File: src/rtl/cffsa_pkg.sv
// Package for the circular first-free slot allocator.
// Holds the field widths, the status and kind codes, the controller states
// and the lowest-set-bit search used on one word of the free map.
package cffsa_pkg;

  localparam int INDEX_W  = 10;
  localparam int COUNT_W  = 11;
  localparam int STATUS_W = 2;
  localparam int WORD_W   = 64;
  localparam int BIT_W    = 6;
  localparam int COUNT_RESET_MAX = 1024;

  typedef enum logic [STATUS_W-1:0] {
    STAT_GRANTED   = 2'd0,
    STAT_NONE_FREE = 2'd1,
    STAT_RELEASED  = 2'd2,
    STAT_BAD_INDEX = 2'd3
  } status_t;

  typedef enum logic {
    KIND_CLAIM   = 1'b0,
    KIND_RELEASE = 1'b1
  } kind_t;

  typedef enum logic [2:0] {
    S_CLEAR,
    S_IDLE,
    S_RELEASE,
    S_SCAN,
    S_HOLD
  } state_t;

  function automatic logic [BIT_W-1:0] lowest_set(input logic [WORD_W-1:0] v);
    logic [BIT_W-1:0] pos;
    pos = '0;
    for (int i = WORD_W - 1; i >= 0; i--) begin
      if (v[i]) begin
        pos = BIT_W'(i);
      end
    end
    return pos;
  endfunction

endpackage

File: src/rtl/cffsa_ifs.sv
// Handshake interfaces for the slot allocator's request and response channels.
// Depends on cffsa_pkg for the field widths.
interface cffsa_req_if import cffsa_pkg::*; ();
  logic               valid;
  logic               ready;
  logic               kind;
  logic [INDEX_W-1:0] slot_index;

  modport source (output valid, output kind, output slot_index, input ready);
  modport sink (input valid, input kind, input slot_index, output ready);
endinterface

interface cffsa_rsp_if import cffsa_pkg::*; ();
  logic                valid;
  logic                ready;
  logic [INDEX_W-1:0]  granted_slot;
  logic [STATUS_W-1:0] status;

  modport source (output valid, output granted_slot, output status, input ready);
  modport sink (input valid, input granted_slot, input status, output ready);
endinterface

File: src/rtl/cffsa_ram.sv
// Generic single-write, single-read synchronous RAM with a registered read.
// No dependencies.
module cffsa_ram #(
  parameter int WIDTH = 64,
  parameter int DEPTH = 16
) (
  input  logic                                     clk,
  input  logic                                     we,
  input  logic [((DEPTH > 1) ? $clog2(DEPTH) : 1)-1:0] waddr,
  input  logic [WIDTH-1:0]                         wdata,
  input  logic                                     re,
  input  logic [((DEPTH > 1) ? $clog2(DEPTH) : 1)-1:0] raddr,
  output logic [WIDTH-1:0]                         rdata
);

  logic [WIDTH-1:0] mem [DEPTH];

  always_ff @(posedge clk) begin
    if (we) begin
      mem[waddr] <= wdata;
    end
    if (re) begin
      rdata <= mem[raddr];
    end
  end

endmodule

File: src/rtl/circular_first_free_slot_allocator_unit.sv
// Circular first-free slot allocator. The free map sits in one RAM of 64-slot
// words read one word per cycle. A claim visits at most (slot_count - 1) / 64 + 2
// words of the map. After reset and after every slot_count write a clearing
// pass frees every slot, during which no transaction is accepted.
module circular_first_free_slot_allocator_unit import cffsa_pkg::*; #(
  parameter int MAX_SLOTS = 1024
) (
  input  logic               clk,
  input  logic               rst,
  input  logic               cfg_we,
  input  logic [COUNT_W-1:0] cfg_wdata,
  cffsa_req_if.sink          req,
  cffsa_rsp_if.source        rsp
);

  localparam int WORDS = (MAX_SLOTS + WORD_W - 1) / WORD_W;
  localparam int WAW   = (WORDS > 1) ? $clog2(WORDS) : 1;
  localparam int COUNT_RESET = (MAX_SLOTS < COUNT_RESET_MAX) ? MAX_SLOTS : COUNT_RESET_MAX;

  state_t             state, state_next;
  logic [COUNT_W-1:0] cnt;
  logic [WAW-1:0]     clr_addr, clr_addr_next;
  logic [WAW-1:0]     addr, addr_next;
  logic [WAW-1:0]     start_word, start_word_next;
  logic               wrapped, wrapped_next;
  logic [BIT_W-1:0]   lo_bit, lo_bit_next;
  logic [INDEX_W-1:0] pend_slot, pend_slot_next;
  status_t            pend_status, pend_status_next;
  logic               out_valid;
  logic [INDEX_W-1:0] out_slot;
  status_t            out_status;

  logic               ram_we, ram_re;
  logic [WAW-1:0]     ram_waddr, ram_raddr;
  logic [WORD_W-1:0]  ram_wdata, ram_rdata;

  logic [COUNT_W-1:0] cnt_m1;
  logic [WAW-1:0]     last_word;
  logic [BIT_W-1:0]   last_bit;
  logic [WORD_W-1:0]  lo_mask, last_mask, word_mask, hit_vec, bit_onehot;
  logic [BIT_W-1:0]   hit_bit;
  logic               hit, out_free, bad_index;
  logic [COUNT_W-1:0] cfg_clamped;

  cffsa_ram #(.WIDTH(WORD_W), .DEPTH(WORDS)) u_map (
    .clk   (clk),
    .we    (ram_we),
    .waddr (ram_waddr),
    .wdata (ram_wdata),
    .re    (ram_re),
    .raddr (ram_raddr),
    .rdata (ram_rdata)
  );

  assign cnt_m1    = cnt - COUNT_W'(1);
  assign last_word = WAW'(cnt_m1 >> BIT_W);
  assign last_bit  = cnt_m1[BIT_W-1:0];
  assign lo_mask   = {WORD_W{1'b1}} << lo_bit;
  assign last_mask = {WORD_W{1'b1}} >> (BIT_W'(WORD_W - 1) - last_bit);
  assign word_mask = ((!wrapped && addr == start_word) ? lo_mask : {WORD_W{1'b1}}) &
                     ((addr == last_word) ? last_mask : {WORD_W{1'b1}});
  assign hit_vec   = ram_rdata & word_mask;
  assign hit       = |hit_vec;
  assign hit_bit   = lowest_set(hit_vec);
  assign out_free  = !out_valid || rsp.ready;
  assign bad_index = {1'b0, req.slot_index} >= cnt;

  assign req.ready        = (state == S_IDLE);
  assign rsp.valid        = out_valid;
  assign rsp.granted_slot = out_slot;
  assign rsp.status       = out_status;

  always_comb begin
    if (cfg_wdata == '0) begin
      cfg_clamped = COUNT_W'(1);
    end else if (32'(cfg_wdata) > MAX_SLOTS) begin
      cfg_clamped = COUNT_W'(MAX_SLOTS);
    end else begin
      cfg_clamped = cfg_wdata;
    end
  end

  always_comb begin
    state_next       = state;
    clr_addr_next    = clr_addr;
    addr_next        = addr;
    start_word_next  = start_word;
    wrapped_next     = wrapped;
    lo_bit_next      = lo_bit;
    pend_slot_next   = pend_slot;
    pend_status_next = pend_status;
    ram_we           = 1'b0;
    ram_waddr        = addr;
    ram_wdata        = ram_rdata;
    ram_re           = 1'b0;
    ram_raddr        = addr;
    bit_onehot       = {{(WORD_W-1){1'b0}}, 1'b1} << hit_bit;

    case (state)
      S_CLEAR: begin
        ram_we        = 1'b1;
        ram_waddr     = clr_addr;
        ram_wdata     = {WORD_W{1'b1}};
        clr_addr_next = clr_addr + WAW'(1);
        if (clr_addr == WAW'(WORDS - 1)) begin
          state_next = S_IDLE;
        end
      end
      S_IDLE: begin
        if (req.valid) begin
          start_word_next = WAW'(req.slot_index >> BIT_W);
          addr_next       = WAW'(req.slot_index >> BIT_W);
          lo_bit_next     = req.slot_index[BIT_W-1:0];
          wrapped_next    = 1'b0;
          ram_raddr       = WAW'(req.slot_index >> BIT_W);
          if (bad_index) begin
            pend_slot_next   = '0;
            pend_status_next = STAT_BAD_INDEX;
            state_next       = S_HOLD;
          end else if (req.kind == KIND_RELEASE) begin
            ram_re     = 1'b1;
            state_next = S_RELEASE;
          end else begin
            ram_re     = 1'b1;
            state_next = S_SCAN;
          end
        end
      end
      S_RELEASE: begin
        bit_onehot       = {{(WORD_W-1){1'b0}}, 1'b1} << lo_bit;
        ram_we           = 1'b1;
        ram_wdata        = ram_rdata | bit_onehot;
        pend_slot_next   = '0;
        pend_status_next = STAT_RELEASED;
        state_next       = S_HOLD;
      end
      S_SCAN: begin
        if (hit) begin
          ram_we           = 1'b1;
          ram_wdata        = ram_rdata & ~bit_onehot;
          pend_slot_next   = INDEX_W'({addr, hit_bit});
          pend_status_next = STAT_GRANTED;
          state_next       = S_HOLD;
        end else if (wrapped && addr == start_word) begin
          pend_slot_next   = '0;
          pend_status_next = STAT_NONE_FREE;
          state_next       = S_HOLD;
        end else begin
          if (!wrapped && addr == last_word) begin
            addr_next    = '0;
            wrapped_next = 1'b1;
          end else begin
            addr_next = addr + WAW'(1);
          end
          ram_re    = 1'b1;
          ram_raddr = addr_next;
        end
      end
      S_HOLD: begin
        if (out_free) begin
          state_next = S_IDLE;
        end
      end
      default: begin
        state_next = S_CLEAR;
      end
    endcase
  end

  always_ff @(posedge clk) begin
    if (rst) begin
      state     <= S_CLEAR;
      cnt       <= COUNT_W'(COUNT_RESET);
      clr_addr  <= '0;
      out_valid <= 1'b0;
    end else begin
      if (cfg_we) begin
        state    <= S_CLEAR;
        cnt      <= cfg_clamped;
        clr_addr <= '0;
      end else begin
        state    <= state_next;
        clr_addr <= clr_addr_next;
      end
      if (state == S_HOLD && out_free) begin
        out_valid <= 1'b1;
      end else if (rsp.ready) begin
        out_valid <= 1'b0;
      end
    end
  end

  always_ff @(posedge clk) begin
    addr        <= addr_next;
    start_word  <= start_word_next;
    wrapped     <= wrapped_next;
    lo_bit      <= lo_bit_next;
    pend_slot   <= pend_slot_next;
    pend_status <= pend_status_next;
    if (state == S_HOLD && out_free) begin
      out_slot   <= pend_slot;
      out_status <= pend_status;
    end
  end

  // The free map is written only by the clearing pass, a release or a grant.
  assert property (@(posedge clk) disable iff (rst)
    ram_we |-> (state == S_CLEAR || state == S_RELEASE || state == S_SCAN))
    else $error("free map written outside clear, release or scan");

  // The search never visits a word beyond the last slot in use.
  assert property (@(posedge clk) disable iff (rst)
    (state == S_SCAN) |-> (addr <= last_word))
    else $error("scan address beyond last word in use");

  // An accepted transaction always leaves the controller busy in the cycle after it is accepted.
  assert property (@(posedge clk) disable iff (rst)
    (req.valid && req.ready) |=> (state != S_IDLE))
    else $error("controller idle straight after accepting a transaction");

endmodule

File: src/flat_wrapper.sv
// flat-port wrapper written by rule: the top's interface ports become plain ports
module circular_first_free_slot_allocator_unit_flat import cffsa_pkg::*;
#(
  parameter int MAX_SLOTS = 1024
)
  (clk, rst, cfg_we, cfg_wdata, req_valid, req_kind, req_slot_index, req_ready, rsp_valid, rsp_granted_slot, rsp_status, rsp_ready);
  cffsa_req_if req_i ();
  cffsa_rsp_if rsp_i ();
  input  logic clk;
  input  logic rst;
  input  logic cfg_we;
  input  logic [COUNT_W-1:0] cfg_wdata;
  input wire logic [$bits(req_i.valid)-1:0] req_valid;
  input wire logic [$bits(req_i.kind)-1:0] req_kind;
  input wire logic [$bits(req_i.slot_index)-1:0] req_slot_index;
  output wire logic [$bits(req_i.ready)-1:0] req_ready;
  output wire logic [$bits(rsp_i.valid)-1:0] rsp_valid;
  output wire logic [$bits(rsp_i.granted_slot)-1:0] rsp_granted_slot;
  output wire logic [$bits(rsp_i.status)-1:0] rsp_status;
  input wire logic [$bits(rsp_i.ready)-1:0] rsp_ready;
  assign req_i.valid = req_valid;
  assign req_i.kind = req_kind;
  assign req_i.slot_index = req_slot_index;
  assign req_ready = req_i.ready;
  assign rsp_valid = rsp_i.valid;
  assign rsp_granted_slot = rsp_i.granted_slot;
  assign rsp_status = rsp_i.status;
  assign rsp_i.ready = rsp_ready;
  circular_first_free_slot_allocator_unit #(.MAX_SLOTS(MAX_SLOTS)) u_core (.clk(clk), .rst(rst), .cfg_we(cfg_we), .cfg_wdata(cfg_wdata), .req(req_i), .rsp(rsp_i));
endmodule
File: config.mk
export PLATFORM = sky130hd
export DESIGN_NAME = circular_first_free_slot_allocator_unit_flat
export DESIGN_NICKNAME = d
export VERILOG_FILES = /design/src/rtl/cffsa_pkg.sv /design/src/rtl/cffsa_ifs.sv /design/src/rtl/cffsa_ram.sv /design/src/rtl/circular_first_free_slot_allocator_unit.sv /design/src/flat_wrapper.sv
export SDC_FILE = /design/constraint.sdc
export NUM_CORES = 2
export LEC_CHECK = 0
export BUFFER_PORTS_ARGS = -buffer_cell sky130_fd_sc_hd__buf_4
export CAP_MARGIN = 20
export CORE_ASPECT_RATIO = 1.5
export CORE_MARGIN = 3
export CORE_UTILIZATION = 46
export DETAILED_ROUTE_END_ITERATION = 10
export PLACE_DENSITY = 0.68
export SLEW_MARGIN = 15
export SYNTH_ARGS = -nofsm -noshare
export SYNTH_HDL_FRONTEND = slang
export SYNTH_SLANG_ARGS = --single-unit
File: constraint.sdc
create_clock -name clk -period 24.9 [get_ports clk]
set_input_delay 4.98 -clock clk [delete_from_list [all_inputs] [get_ports clk]]
set_output_delay 4.98 -clock clk [all_outputs]
set_load 0.05 [all_outputs]
==> flow_metrics.py <==
metrics = {
    "critical_path": {
        "path_class": "input port to flip-flop",
        "cp.required_ns": 25.35,
        "worst-path-max-fanout": 166,
        "worst_path_most_repeated_cell": "buf_4",
        "startpoint_type": "input port",
        "worstSetupEndpointType": "flip-flop",
        "worstPathCellList": "buf_4 > nand2_1 > inv_1 > buf_4 > nand2_4 > and3_4 > buf_4 > inv_8 > buf_4 > buf_4 > buf_12 > mux2i_1 > a221oi_1 > o211a_1",
        "worstPathArrival_ns": 10.69,
        "max_stage_delay_ns": 0.93,
        "critPathSlowestCell": "buf_4",
    },
    "sta": {
        "period_share": 0.4111,
        "fin_tns_setup_ns": 0,
        "setup_viol": 0,
        "fin_hold_ws_ns": 0.4194,
        "slew_headroom": 0.1999,
        "tightest_slew_ns": 1.190,
        "period_minus_slack_ns": 10.24,
        "skew_ns": 0.04272,
        "rsz0062_at_grt": "no",
        "fmax_mhz": 97.70,
        "final_max_slew_viol_count": 0,
        "timing.final.ws_setup_ns": 14.66,
        "hold_viol": 0,
    },
    "route": {
        "drt-total-wl_um": 158100,
        "final_antenna_net_count": 0,
        "routedWlPerCell_um": 31.67,
        "drc": 0,
        "viasPerCell": 6.679,
        "first_iter_violations": 4485,
        "num_vias": 33330,
        "drtPass1Iterations": 9,
    },
    "synth": {
        "synth_top_area_cell": "edfxtp_1",
        "synthDistinctLibCells": 88,
        "yosysSeqAreaShare": 0.6847,
        "yosys_warnings": 0,
        "synthArstFlopShare": 0,
        "syn_nets": 3548,
        "synth_area_mm2": 0.04992,
        "synth-edff-count": 1123,
        "yosysMostFrequentCell": "edfxtp_1",
        "synth_common_cells": "1123 x edfxtp_1, 322 x mux2i_1, 204 x a21oi_1",
        "synth_top_cell_area_share": 0.6755,
        "synth_ff_type": "edfxtp_1",
        "synth_area_leaders": "edfxtp_1 68%, mux2i_1 6.5%, a221oi_1 3.4%",
        "synth.avg_cell_area_um2": 14.24,
        "syn_inst": 3506,
        "ys_ff_latch": 1146,
    },
    "power_and_ir_drop": {
        "power_mw": 3.905,
        "p_leak_nw": 18.98,
        "pwr_density_cell_mw_per_mm2": 70.61,
        "irDropWorstVdd_mv": 0.05686,
    },
    "place": {
        "dp.final_hpwl_um": 94500,
        "numPortBuffers": 40,
        "place_worst_setup_slack_ns": 14.06,
        "placed_cells": 4804,
        "routabilityCongestion": 1.073,
    },
    "cells_and_area": {
        "drive_gt1_frac": 0.1069,
        "finalNonFillerCells": 4991,
        "design.final.nets": 3534,
        "synthToLayoutAreaGrowth_pct": 10.80,
    },
    "global_routing": {
        "overflow": 0,
        "grt_pass1_vias": 33050,
        "grt_pass1_wl_um": 226900,
        "track_usage": 0.2767,
        "grt_max_degree": 167,
        "antenna_found_initial": 8,
    },
    "clocking": {
        "htree_levels": 3,
        "ctsResizeCount": 0,
        "clk_latency_ns": 0.73,
        "clock-root-buffer": "clkbuf_16",
        "clk_path_buf_depth": 3,
        "cts.sinks": 1146,
        "cts_tree": "done",
        "cts_setup_buffers": 0,
        "holdBufCountCts": 0,
        "clkTransAtPathRegs_ns": 0.06,
        "cts_buffers": 100,
    },
    "floorplan": {
        "core-area_mm2": 0.1074,
        "die_x_um": 275.0,
        "dieArea_mm2": 0.1126,
        "die-height_um": 409.5,
        "row_count": 147,
        "start_util": 0.4648,
        "io_pins": 41,
    },
    "run_status": {
        "status": "finished clean",
    },
    "flow_run": {
        "max_cap_viol_count": 0,
    },
    "hold_path": {
        "hold_path_class": "flip-flop to flip-flop",
    },
}
==> worst paths after layout <==
kind | startpoint | to | slack [ns] | cells after the start
min reg2reg | u_core.pend_slot[5] | u_core.rsp.granted_slot[5] | 0.42 | 0
min | u_core.pend_slot[5] | u_core.rsp.granted_slot[5] | 0.42 | 0
max reg2reg | u_core.addr[1] | u_core.u_map.rdata[39] | 14.81 | 19
max | req_valid | u_core.u_map.rdata[39] | 14.66 | 14
==> critical path: cells and delay by family <==
family	cells	cell delay, ns
multiplexers	1	0.28
buffers and inverters	8	3.97
AO/OA/AOI/OAI	2	0.39
AND/OR/NAND/NOR	3	0.71
==> metrics by stage <==
stage                     cell area [um2]  utilization
final                               55310       0.5149
after global routing                55300       0.5149
after CTS                           55270       0.5145
after detailed placement            52000       0.4841
after global placement              51920       0.4834
after floorplan                     49920            -
==> state kept, by name, indices dropped and copies added (netlist names) <==
signal / count
u_core.u_map.mem: 1024
u_core.u_map.rdata: 64
u_core.cnt: 11
u_core.pend_slot: 10
u_core.rsp.granted_slot: 10
u_core.lo_bit: 6
u_core.addr: 4
u_core.clr_addr: 4
u_core.start_word: 4
u_core.state: 3
u_core.pend_status: 2
u_core.rsp.status: 2
u_core.rsp.valid: 1
u_core.wrapped: 1
==> cell type report <==
class                      count  area [um2]
fill                        8858       52100
sequential                  1146       34180
multi-input combinational   2052       14730
clock buffer                 129        2746
tap                         1415        1770
timing repair buffer         156        1204
clock inverter                55       524.3
inverter                      36       150.1
antenna                        2       5.005
==> power by group <==
part | total, mW | switching, mW | leakage, nW | internal [mW]
Sequential | 2.10 | 0.00338 | 9.74 | 2.10
Clock | 1.56 | 0.696 | 1.60 | 0.865
Combinational | 0.246 | 0.164 | 7.64 | 0.0816
Total | 3.91 | 0.863 | 19.0 | 3.04
==> routing by layer <==
metal	part of all wire	up-vias	global-route usage
li1	-	14100	-
met1	0.36	16800	0.3347
met2	0.49	1921	0.4590
met3	0.090	507	0.05225
met4	0.065	4	0.1662
met5	0.00015	-	0
==> logic make-up (layout without fill, tap and decap cells) <==
group	count (synthesis)	in the layout	synth area share
other	0	2	0
AND/OR/NAND/NOR	626	626	0.06349
multiplexers	323	323	0.06479
XOR/XNOR	21	21	0.003684
adder cells (fa/ha/maj)	15	15	0.003760
buffers and inverters	308	376	0.02627
flip-flops	1146	1146	0.6847
AO/OA/AOI/OAI	1067	1067	0.1533
==> cells in the final DEF (no fill, tap or decap), types with 20 or more instances in the layout <==
master / Yosys / final
a21oi_1: 204 / 195
a221oi_1: 196 / 196
a22oi_1: 135 / 135
a31oi_1: 43 / 40
and3_1: 136 / 135
buf_4: 3 / 154
clkbuf_1: 169 / 20
clkbuf_16: 0 / 104
clkinv_1: 1 / 20
dfxtp_1: 23 / 23
edfxtp_1: 1123 / 1123
inv_1: 32 / 32
mux2i_1: 322 / 321
nand2_1: 183 / 181
nand3_1: 20 / 20
nor2_1: 140 / 123
nor3_1: 27 / 26
o211a_1: 66 / 66
o21ai_0: 154 / 149
o31ai_1: 102 / 101
No activity file was read; power rests on OpenSTA's default activity.
